$ cat config.mk
export PLATFORM = sky130hd
export DESIGN_NAME = gtg_csr
export DESIGN_NICKNAME = d
export VERILOG_FILES = /design/src/rtl/core/go_to_goal_p_controller_defines.svh /design/src/rtl/core/gtg_pkg.sv /design/src/rtl/core/gtg_csr.sv
export SDC_FILE = /design/constraint.sdc
export NUM_CORES = 1
export LEC_CHECK = 0
export ABC_AREA = 1
export BUFFER_PORTS_ARGS = -buffer_cell sky130_fd_sc_hd__buf_4
export CAP_MARGIN = 20
export CORE_MARGIN = 8
export CORE_UTILIZATION = 45
export CTS_CLUSTER_DIAMETER = 100
export DETAILED_ROUTE_END_ITERATION = 7
export GPL_TIMING_DRIVEN = 0
export PLACE_DENSITY = 0.73
export SETUP_SLACK_MARGIN = 0.02
export SYNTH_ARGS = -nofsm -noshare
export SYNTH_HDL_FRONTEND = slang
export SYNTH_SLANG_ARGS = --single-unit
export TNS_END_PERCENT = 100
$ cat constraint.sdc
create_clock -name clock -period 2.6 [get_ports clock]
set_input_delay 0.52 -clock clock [delete_from_list [all_inputs] [get_ports clock]]
set_output_delay 0.52 -clock clock [all_outputs]
set_load 0.02 [all_outputs]
$ cat src/rtl/core/go_to_goal_p_controller_defines.svh
// Assertion macros shared by the go-to-goal controller RTL.
// Depends on nothing; included by the files that carry assertions.
`ifndef GO_TO_GOAL_P_CONTROLLER_DEFINES_SVH
`define GO_TO_GOAL_P_CONTROLLER_DEFINES_SVH

// Same-cycle implication, checked at every rising clock edge outside reset.
`define GTG_ASSERT_IMPLIES(lbl, clk, rst, ante, cons, msg) \
   lbl: assert property (@(posedge clk) disable iff (rst) (ante) |-> (cons)) \
      else $error(msg);

// Next-cycle implication, checked at every rising clock edge outside reset.
`define GTG_ASSERT_NEXT(lbl, clk, rst, ante, cons, msg) \
   lbl: assert property (@(posedge clk) disable iff (rst) (ante) |=> (cons)) \
      else $error(msg);

`endif

$ cat src/rtl/core/gtg_pkg.sv
// Shared widths, types, register codes and the arctangent table of the controller.
// Depends on nothing; used by every other RTL file of the block except the assertion header.
package gtg_pkg;

   // Field and datapath widths.
   localparam int POS_W      = 20;
   localparam int HEAD_W     = 16;
   localparam int TOL_W      = 19;
   localparam int GAIN_W     = 12;
   localparam int CMD_W      = 24;
   localparam int DIFF_W     = POS_W + 1;
   localparam int SQ_W       = 2 * DIFF_W;
   localparam int DIST_W     = DIFF_W;
   localparam int CX_W       = 40;
   localparam int CZ_W       = 20;
   localparam int ERR_W      = HEAD_W + 1;
   localparam int LIN_PROD_W = GAIN_W + DIST_W;
   localparam int ANG_PROD_W = GAIN_W + 1 + ERR_W;
   localparam int GAIN_FRAC  = 8;
   localparam int CORDIC_PRE = 16;

   // Pipeline depths; the rotator runs one stage longer than the root unit.
   localparam int SQRT_STAGES  = DIST_W;
   localparam int CORDIC_STEPS = 16;
   localparam int CORDIC_PAD   = SQRT_STAGES + 1 - CORDIC_STEPS;

   // Register port.
   localparam int CSR_ADDR_W = 5;
   localparam int CSR_DATA_W = 32;

   localparam logic signed [CZ_W-1:0] PI_Q16 = 20'sd205887;

   typedef enum logic [2:0] {
      REG_GOAL_X,
      REG_GOAL_Y,
      REG_DIST_TOL,
      REG_GAIN_LIN,
      REG_GAIN_ANG
   } reg_idx_type;

   typedef struct packed {
      logic signed [POS_W-1:0] goal_x;
      logic signed [POS_W-1:0] goal_y;
      logic [TOL_W-1:0]        arrival_tol;
      logic [GAIN_W-1:0]       gain_linear;
      logic [GAIN_W-1:0]       gain_angular;
   } cfg_type;

   localparam cfg_type CFG_RESET = '{
      goal_x:       20'sd0,
      goal_y:       20'sd0,
      arrival_tol:  19'd41,
      gain_linear:  12'd256,
      gain_angular: 12'd1024
   };

   typedef struct packed {
      logic [CMD_W-1:0]        linear_cmd;
      logic signed [CMD_W-1:0] angular_cmd;
      logic                    reached;
   } rsp_payload_type;

   // Arctangent of 2^-step in Q.16 radians, rounded.
   function automatic logic signed [CZ_W-1:0] atan_q16(input int unsigned step);
      case (step)
         0:       return 20'sd51472;
         1:       return 20'sd30386;
         2:       return 20'sd16055;
         3:       return 20'sd8150;
         4:       return 20'sd4091;
         5:       return 20'sd2047;
         6:       return 20'sd1024;
         7:       return 20'sd512;
         8:       return 20'sd256;
         9:       return 20'sd128;
         10:      return 20'sd64;
         11:      return 20'sd32;
         12:      return 20'sd16;
         13:      return 20'sd8;
         14:      return 20'sd4;
         15:      return 20'sd2;
         default: return 20'sd0;
      endcase
   endfunction

endpackage

$ cat src/rtl/core/gtg_csr.sv
// APB-style configuration registers: goal, arrival tolerance and the two gains.
// Depends on gtg_pkg for the register codes, the config struct and its reset value.
module gtg_csr (
   input  logic                              clock,
   input  logic                              reset,
   input  logic                              psel,
   input  logic                              penable,
   input  logic                              pwrite,
   input  logic [gtg_pkg::CSR_ADDR_W-1:0]    paddr,
   input  logic [gtg_pkg::CSR_DATA_W-1:0]    pwdata,
   output logic [gtg_pkg::CSR_DATA_W-1:0]    prdata,
   output logic                              pready,
   output gtg_pkg::cfg_type                  cfg
);
   import gtg_pkg::*;

   cfg_type     cfg_ff;
   cfg_type     cfg_in;
   reg_idx_type reg_idx;
   logic        write_en;

   assign reg_idx  = reg_idx_type'(paddr[CSR_ADDR_W-1:2]);
   assign write_en = psel && penable && pwrite;
   assign pready   = 1'b1;
   assign cfg      = cfg_ff;

   // Write decode; addresses past the last register are ignored.
   always_comb begin
      cfg_in = cfg_ff;
      if (write_en) begin
         case (reg_idx)
            REG_GOAL_X:   cfg_in.goal_x       = pwdata[POS_W-1:0];
            REG_GOAL_Y:   cfg_in.goal_y       = pwdata[POS_W-1:0];
            REG_DIST_TOL: cfg_in.arrival_tol  = pwdata[TOL_W-1:0];
            REG_GAIN_LIN: cfg_in.gain_linear  = pwdata[GAIN_W-1:0];
            REG_GAIN_ANG: cfg_in.gain_angular = pwdata[GAIN_W-1:0];
            default: begin
            end
         endcase
      end
   end

   always_ff @(posedge clock) begin
      if (reset) begin
         cfg_ff <= CFG_RESET;
      end else begin
         cfg_ff <= cfg_in;
      end
   end

   // Read mux, register bits zero-extended to the bus width.
   always_comb begin
      case (reg_idx)
         REG_GOAL_X:   prdata = CSR_DATA_W'(unsigned'(cfg_ff.goal_x));
         REG_GOAL_Y:   prdata = CSR_DATA_W'(unsigned'(cfg_ff.goal_y));
         REG_DIST_TOL: prdata = CSR_DATA_W'(cfg_ff.arrival_tol);
         REG_GAIN_LIN: prdata = CSR_DATA_W'(cfg_ff.gain_linear);
         REG_GAIN_ANG: prdata = CSR_DATA_W'(cfg_ff.gain_angular);
         default:      prdata = '0;
      endcase
   end

endmodule

==> results.cfg <==
[route]
drtPass1Iterations = 5
avgViaCountPerCell = 4.984
drt_iter0_markers = 331
route.detailed.drc = 0
ant_nets = 0
wirelength_mm = 16.58
num_vias = 4745
wl_per_cell_um = 17.42

[clocking]
post_cts_buffers = 0
cts.reportedPaths.clkPinSlew_ns = 0.08
cts_tree = done
numCtsBuffers = 9
cts_root_buffer = clkbuf_8
post_cts_resized = 0
postCtsHoldBufs = 0
cts_buffer_depth = 2
clock_latency_ns = 0.36
cts_sinks = 83
htree_levels = 3

[timing]
layout_min_cycle_time_ns = 2.182
fin_ws_ns = 0.4176
setup_viol = 0
rsz0062_at_grt = false
hold_viol = 0
finClkSkew_ns = 0
slew_violations = 0
final.period_utilization = 0.8394
max_freq_mhz = 458.2
fin_tns_setup_ns = 0

[power]
combPwrFrac = 0.152
power_switching_w = 0.0007279
seqPwrFrac = 0.507
p_int_w = 0.001839
pwr-share-clk = 0.341
vdd_drop_max_mv = 0.2080
swShare = 0.2836
power.density_nw_per_um2 = 443.6
power.leakage_nw = 2.851

[outcome]
outcome = finished clean

[synth]
synth.distinct_cells = 22
postSynthAreaPerCell_um2 = 6.675
syn_area_um2 = 4446
ys_warn_count = 0
yosysSeqAreaShare = 0.3738
yosys_register_bits = 83
syn_inst = 666

[placed_design]
gp_congestion = 0.8971
numPortBuffers = 127
post-dp-hpwl_mm = 12.64
place_ws_ns = 0.4280
placed_cells = 937

[floorplanning]
num_io_pins = 158
start_util = 0.4590
die_x_um = 115.4
die_h_um = 115.4
dieArea_um2 = 13310
core_um2 = 9684
rows = 36

[critical_path]
crit_family = buffers and inverters
worstPathMaxFanout = 10
cp_cell_sequence = buf_6, nor2_4, buf_6, buf_2, nand3_1, nand2_1, nor2_1, nand2_1, buf_4
crit_buf_inv = 4
max_stage_delay_ns = 0.26
crit_path_top_delay_cell = buf_2
cp-start-kind = input port
critical_path_required_ns = 2.08
arrival_ns = 1.66
worstSetupEndpointType = output port
worst-setup-path-type = input port to output port

[cells_and_area]
n_antenna_cell = 0
final_common_cell = nand2_1
layout-drive-gt1-share = 0.2857
nNetsFinal = 857
stdcell_count = 952
area_growth_pct = 30.14
mostFrequentLayoutCells = nand2_1, nor2_1, buf_4, dfxtp_1, nand3_1
layout.area.seq_um2 = 1662
fill_cells = 973
multi_input_area_um2 = 2245
largest_reg_flops = 83

[global_routing]
grt_max_degree = 13
grt_pass1_vias = 4531
grt_overflow = 0
grt_usage = 0.2464
grt_pass1_wl_mm = 24.92
grt_antenna_before_repair = 0

[job]
cap_violations = 0

[worst_hold_path]
worstHoldPathType = input port to register
[cells in the mapped netlist (all sizes together)]
library cell	instances	area, µm²
nand2	181	689.4
nand3	101	640.6
dfxtp	83	1662
inv	38	155.1
o21ai	2	10.01
nand4	18	112.6
clkbuf	3	11.26
buf	54	414.1
nor2	184	743.2
conb	2	7.510
[worst reg2reg max path, cell delays in order, from the launching register on]
cell and delay, ns:
dfxtp_1 0.42, nor2_1 0.07, nor2_1 0.10
[logic make-up after synthesis]
kind of cell,after synthesis,synth area share
simple gates,484,0.4917
buf+inv,95,0.1306
flops,83,0.3738
compound gates,2,0.002252
other cells,2,0.001689
[per-layer routing]
metal  track usage  vias up  share of wire
li1              -     2344              -
met1        0.3021     2154           0.42
met2        0.4093      217           0.47
met3       0.04779       30          0.082
met4        0.1086        0          0.024
met5             0        -              0
[metrics by stage]
step	total power, W	cell area, µm²	hold WS, ns	util
after detailed placement	0.001716	5607	0.4931	0.5789
final	0.002567	5786	0.3817	0.5974
after global routing	0.002644	5786	0.3974	0.5974
after CTS	0.002568	5786	0.3718	0.5974
after global placement	0.001713	5607	0.4887	0.5789
after floorplan	0.001574	4487	0.5538	-
[power by group through the flow]
stage / Sequential [W] / Clock, W / Combinational [W]
after detailed placement: 0.00133 / 0 / 0.000385
final: 0.00130 / 0.000875 / 0.000390
after CTS: 0.00130 / 0.000881 / 0.000385
after floorplan: 0.00135 / 0 / 0.000227
after global placement: 0.00133 / 0 / 0.000382
after global routing: 0.00130 / 0.000921 / 0.000419
[worst paths after layout]
check | start | endpoint | slack (ns) | cells after the start
worst max register to register | cfg[48] | cfg[48] | 1.95 | 2
worst max-delay path | paddr[3] | prdata[9] | 0.42 | 9
worst min register to register | cfg[60] | cfg[60] | 0.50 | 2
worst min-delay path | pwdata[3] | cfg[27] | 0.38 | 3
[area by class of cell]
class,instances,share of cell area
sequential,83,0.2872
multi-input combinational,499,0.3880
tap,133,0.02876
clock buffer,13,0.02920
inverter,38,0.02682
timing repair buffer,127,0.1648
clock inverter,2,0.001730
buffer,57,0.07353
(Power assumes the default switching activity.)
