$ cat src/rtl/core/go_to_goal_p_controller_defines.svh
// Assertion macros shared by the go-to-goal controller RTL.
// Depends on nothing; included by the files that carry assertions.
`ifndef GO_TO_GOAL_P_CONTROLLER_DEFINES_SVH
`define GO_TO_GOAL_P_CONTROLLER_DEFINES_SVH

// Same-cycle implication, checked at every rising clock edge outside reset.
`define GTG_ASSERT_IMPLIES(lbl, clk, rst, ante, cons, msg) \
   lbl: assert property (@(posedge clk) disable iff (rst) (ante) |-> (cons)) \
      else $error(msg);

// Next-cycle implication, checked at every rising clock edge outside reset.
`define GTG_ASSERT_NEXT(lbl, clk, rst, ante, cons, msg) \
   lbl: assert property (@(posedge clk) disable iff (rst) (ante) |=> (cons)) \
      else $error(msg);

`endif

$ cat src/rtl/core/gtg_pkg.sv
// Shared widths, types, register codes and the arctangent table of the controller.
// Depends on nothing; used by every other RTL file of the block except the assertion header.
package gtg_pkg;

   // Field and datapath widths.
   localparam int POS_W      = 20;
   localparam int HEAD_W     = 16;
   localparam int TOL_W      = 19;
   localparam int GAIN_W     = 12;
   localparam int CMD_W      = 24;
   localparam int DIFF_W     = POS_W + 1;
   localparam int SQ_W       = 2 * DIFF_W;
   localparam int DIST_W     = DIFF_W;
   localparam int CX_W       = 40;
   localparam int CZ_W       = 20;
   localparam int ERR_W      = HEAD_W + 1;
   localparam int LIN_PROD_W = GAIN_W + DIST_W;
   localparam int ANG_PROD_W = GAIN_W + 1 + ERR_W;
   localparam int GAIN_FRAC  = 8;
   localparam int CORDIC_PRE = 16;

   // Pipeline depths; the rotator runs one stage longer than the root unit.
   localparam int SQRT_STAGES  = DIST_W;
   localparam int CORDIC_STEPS = 16;
   localparam int CORDIC_PAD   = SQRT_STAGES + 1 - CORDIC_STEPS;

   // Register port.
   localparam int CSR_ADDR_W = 5;
   localparam int CSR_DATA_W = 32;

   localparam logic signed [CZ_W-1:0] PI_Q16 = 20'sd205887;

   typedef enum logic [2:0] {
      REG_GOAL_X,
      REG_GOAL_Y,
      REG_DIST_TOL,
      REG_GAIN_LIN,
      REG_GAIN_ANG
   } reg_idx_type;

   typedef struct packed {
      logic signed [POS_W-1:0] goal_x;
      logic signed [POS_W-1:0] goal_y;
      logic [TOL_W-1:0]        arrival_tol;
      logic [GAIN_W-1:0]       gain_linear;
      logic [GAIN_W-1:0]       gain_angular;
   } cfg_type;

   localparam cfg_type CFG_RESET = '{
      goal_x:       20'sd0,
      goal_y:       20'sd0,
      arrival_tol:  19'd41,
      gain_linear:  12'd256,
      gain_angular: 12'd1024
   };

   typedef struct packed {
      logic [CMD_W-1:0]        linear_cmd;
      logic signed [CMD_W-1:0] angular_cmd;
      logic                    reached;
   } rsp_payload_type;

   // Arctangent of 2^-step in Q.16 radians, rounded.
   function automatic logic signed [CZ_W-1:0] atan_q16(input int unsigned step);
      case (step)
         0:       return 20'sd51472;
         1:       return 20'sd30386;
         2:       return 20'sd16055;
         3:       return 20'sd8150;
         4:       return 20'sd4091;
         5:       return 20'sd2047;
         6:       return 20'sd1024;
         7:       return 20'sd512;
         8:       return 20'sd256;
         9:       return 20'sd128;
         10:      return 20'sd64;
         11:      return 20'sd32;
         12:      return 20'sd16;
         13:      return 20'sd8;
         14:      return 20'sd4;
         15:      return 20'sd2;
         default: return 20'sd0;
      endcase
   endfunction

endpackage

$ cat src/rtl/core/gtg_isqrt.sv
// Pipelined integer square root, one result bit resolved per register stage.
// Depends on gtg_pkg for the radicand and root widths and the stage count.
module gtg_isqrt (
   input  logic                          clock,
   input  logic                          reset,
   input  logic                          en,
   input  logic                          in_valid,
   input  logic [gtg_pkg::SQ_W-1:0]      radicand,
   output logic                          out_valid,
   output logic [gtg_pkg::DIST_W-1:0]    root
);
   import gtg_pkg::*;

   logic [SQ_W-1:0]        rem_ff [SQRT_STAGES];
   logic [SQ_W-1:0]        res_ff [SQRT_STAGES];
   logic [SQRT_STAGES-1:0] valid_ff;

   for (genvar k = 0; k < SQRT_STAGES; k++) begin : g_stage
      localparam logic [SQ_W:0] BIT = (SQ_W + 1)'(1) << (2 * (SQRT_STAGES - 1 - k));

      logic [SQ_W-1:0] rem_prev;
      logic [SQ_W-1:0] res_prev;
      logic            valid_prev;
      logic [SQ_W:0]   trial;
      logic            take;
      logic [SQ_W-1:0] rem_in;
      logic [SQ_W-1:0] res_in;

      if (k == 0) begin : g_first
         assign rem_prev   = radicand;
         assign res_prev   = '0;
         assign valid_prev = in_valid;
      end else begin : g_next
         assign rem_prev   = rem_ff[k-1];
         assign res_prev   = res_ff[k-1];
         assign valid_prev = valid_ff[k-1];
      end

      // Try to subtract the current partial root plus this stage's bit.
      assign trial  = {1'b0, res_prev} + BIT;
      assign take   = {1'b0, rem_prev} >= trial;
      assign rem_in = take ? rem_prev - trial[SQ_W-1:0] : rem_prev;
      assign res_in = take ? (res_prev >> 1) + BIT[SQ_W-1:0] : res_prev >> 1;

      always_ff @(posedge clock) begin
         if (en) begin
            rem_ff[k] <= rem_in;
            res_ff[k] <= res_in;
         end
      end

      always_ff @(posedge clock) begin
         if (reset) begin
            valid_ff[k] <= 1'b0;
         end else if (en) begin
            valid_ff[k] <= valid_prev;
         end
      end
   end

   assign out_valid = valid_ff[SQRT_STAGES-1];
   assign root      = res_ff[SQRT_STAGES-1][DIST_W-1:0];

endmodule

$ cat config.mk
export PLATFORM = sky130hd
export DESIGN_NAME = gtg_isqrt
export DESIGN_NICKNAME = d
export VERILOG_FILES = /design/src/rtl/core/go_to_goal_p_controller_defines.svh /design/src/rtl/core/gtg_pkg.sv /design/src/rtl/core/gtg_isqrt.sv
export SDC_FILE = /design/constraint.sdc
export NUM_CORES = 2
export LEC_CHECK = 0
export BUFFER_PORTS_ARGS = -buffer_cell sky130_fd_sc_hd__buf_2
export CORE_AREA = 2 2 304 306
export DETAILED_ROUTE_END_ITERATION = 12
export DIE_AREA = 0 0 306 308
export PLACE_DENSITY = 0.84
export SLEW_MARGIN = 0
export SYNTH_ARGS = -nofsm -noshare
export SYNTH_HDL_FRONTEND = slang
export SYNTH_SLANG_ARGS = --single-unit
$ cat constraint.sdc
create_clock -name clock -period 3.05 [get_ports clock]
set_input_delay 0.1525 -clock clock [delete_from_list [all_inputs] [get_ports clock]]
set_output_delay 0.1525 -clock clock [all_outputs]
set_load 0.05 [all_outputs]
==> out/results.txt <==
dpl hpwl - 80.52 mm
core box area - 90970 sq um
CP max stage delay - 0.58 ns
initial antenna violation count - 4
Tot GR Track Use - 25.66%
num rows - 111
asr flop ratio synth - 0%
cts bufs inserted - 108
IO Count - 68
syn_area_per_cell - 12.88 sq um
global-route wire length before repair - 188.1 mm
Post-Place Cells - 5528
CP required - 3.53 ns
Total Routed Length - 128.8 mm
predominant post-synthesis flop cell - edfxtp_1
Clock Tree Root - clkbuf_16
Worst Skew - 0.07867 ns
grt met1 use - 25.41%
clock slew at reported path FFs - 0.08 ns
Worst-Margin Slew - 0.7692 ns
Setup CP Type - reg -> reg
fmax - 0.3088 GHz
CTS H-tree depth - 3
Power Density - 680.1 nW/um^2
vias in the first global route - 35320
synth warn - 0
r2r startpoint - rem_ff[2][131]
crit path cell chain - or4_4, or4_4, o31a_1, nor3b_4, nor2b_4, or4b_4, nor4_4, xor2_1
failing checks - setup timing
clock tree buffer depth - 3
WL/cell - 22.09 microns
die width - 306 microns
met3 Usage GRT - 3.766%
Seq/Total Area, Yosys - 63.40%
Crit path max-delay family - simple AND/OR/NAND/NOR gates
Slowest-stage cell, CP - or4_4
Mapped Area - 51390 sq um
TritonRoute pass-1 iters - 6
Max Cap Viol - 0
pin count of the biggest net entering global routing - 99
met2 Use GR - 49.59%
FF/Latch Area - 32580 sq um
Skew-Pair Late Insertion Delay - 0.72 ns
period utilization - 106.2%
WP buf/inv - 0
critical path data arrival time - 3.71 ns
Initial Util - 56.49%
Area growth syn-to-layout - 20.18%
DP Worst Slack - -0.2971 ns
most frequent CP cell - or4_4
Slew headroom - 48.53%
Post-DRT Antenna Nets - 0
Final Non-Filler Cells - 5833
Distinct cells, synth - 72
CTS tree - yes
critical path fanouts, max - 3
CP startpoint - rem_ff[2][131]
Syn Nets - 4283
synthesized netlist cell count - 3989
Pleak - 23.67 nW
Peak VDD IR - 0.0006904 V
total grt overflow - 0
Final setup viols - 26
multi-input logic area - 18790 sq um
status - finished, violations left
GPL Wtd Cong - 0.9229
DIE HEIGHT - 308 microns
Setup WS post-layout - -0.1886 ns
Hold WC Path Type - in -> reg
Final Max Slew Viols - 0
# DRC - 0
Final min period - 3.239 ns
Final Hold Vio Count - 0
Die Area - 94250 sq um
Vias - 35343
GRT busiest layer - met2
CP Capture Type - flip-flop
initial DRC count - 3782
drt via density - 6.059
Port Buffers - 67
RSZ-0062 raised after global routing - true
fill count - 5627
nets - 4846
Design Area, Final - 61760 sq um
layout cells sized above 1 - 19.40%
placed inst area - 55880 sq um
EDFF count, synth - 1071
min-delay src - radicand[26]
synthesized flop and latch total - 1092
Clock Sinks - 1092
Worst setup SP type - flip-flop
[cells by family after synthesis]
group	count (synthesis)	share of synthesized area, %
simple gates	1158	11.75
flops	1092	63.40
compound gates	704	8.697
buf+inv	370	2.720
xor+xnor	343	5.846
fa+ha+maj	248	6.038
mux	74	1.546
[cells in the mapped netlist, drive strengths merged, types with 79 or more instances]
cell type,n,area (sq um)
nor3,125,625.6
inv,309,1160
nand2,267,1002
edfxtp,1071,32160
a21o,79,593.1
a21oi,174,870.8
nor2,233,874.6
xor2,154,1349
nor4,123,784.5
o21ai,192,960.9
ha,248,3103
xnor2,189,1655
[layout make-up]
class / instances / share of cell area (%)
clock buffers: 125 / 4.514
flip-flops and latches: 1092 / 52.75
clock inverters: 77 / 1.193
well taps: 1186 / 2.403
repair buffers: 514 / 6.807
diodes: 3 / 0.01216
inverters: 309 / 1.890
multi-input cells: 2527 / 30.43
[power by group]
group / internal (W) / total [W] / switching (W) / leakage (nW)
clock: 0.00736 / 0.0134 / 0.00599 / 1.71
sequential: 0.0187 / 0.0201 / 0.00134 / 10.4
combinational: 0.00394 / 0.00859 / 0.00465 / 11.5
total: 0.0300 / 0.0420 / 0.0120 / 23.7
[routing by layer]
layer / part of all wire (%) / routed length (microns)
met5: 0.010 / 13
met4: 7.8 / 10020
met3: 6.3 / 8085
met2: 53 / 68900
met1: 32 / 41820
[sequential cells by signal, summed over array words and instances (netlist names)]
name,count
g_stage.valid_prev,20
res_ff,231
out_valid,1
rem_ff,840
[worst register-to-register path, stage by stage (launching register included)]
cell	delay [ns]
edfxtp_1	0.39
or4_4	0.58
or4_4	0.55
o31a_1	0.33
nor3b_4	0.16
nor2b_4	0.16
or4b_4	0.55
nor4_4	0.16
xor2_1	0.09
[placed cells by master, fill, tap and decap left out, types with 104 or more instances in the layout]
master,n
clkbuf_16,112
edfxtp_1,1071
a21oi_1,166
buf_4,363
o21ai_0,171
ha_1,215
inv_1,302
nor3_1,104
nor2_1,224
nand2_1,265
xnor2_1,186
xor2_1,154
[what timing repair did]
| action | CTS | global route |
|---|---|---|
| hold buffers | 47 | 0 |
| gates resized for setup | 66 | 205 |
| setup buffers | 8 | 42 |
| endpoints found under the hold margin | 108 | 0 |
| setup endpoints to repair | 133 | 234 |
| gates cloned | 0 | 4 |
| pin swaps | 21 | 66 |
[through the flow]
stage	total power (W)	util [%]	hold WS (ns)	TNS, ns
finish	0.04200	67.89	0.1113	-1.490
global route	0.04351	67.89	0.1098	-5.152
CTS	0.04102	66.25	0.08842	-0.3830
detailed placement	0.02770	61.43	0.3306	-7.233
global placement	0.02739	61.43	0.3299	-4.178
floorplan	0.02472	-	0.2249	0
[final timing paths]
check / end / slack (ns) / cells after the start
setup reg to reg: rem_ff[3][40] / -0.19 / 8
hold reg to reg: res_ff[2][63] / 0.42 / 0
setup / recovery: rem_ff[3][40] / -0.19 / 8
hold / removal: rem_ff[0][26] / 0.11 / 2
Power figures use the tool's default switching activity.
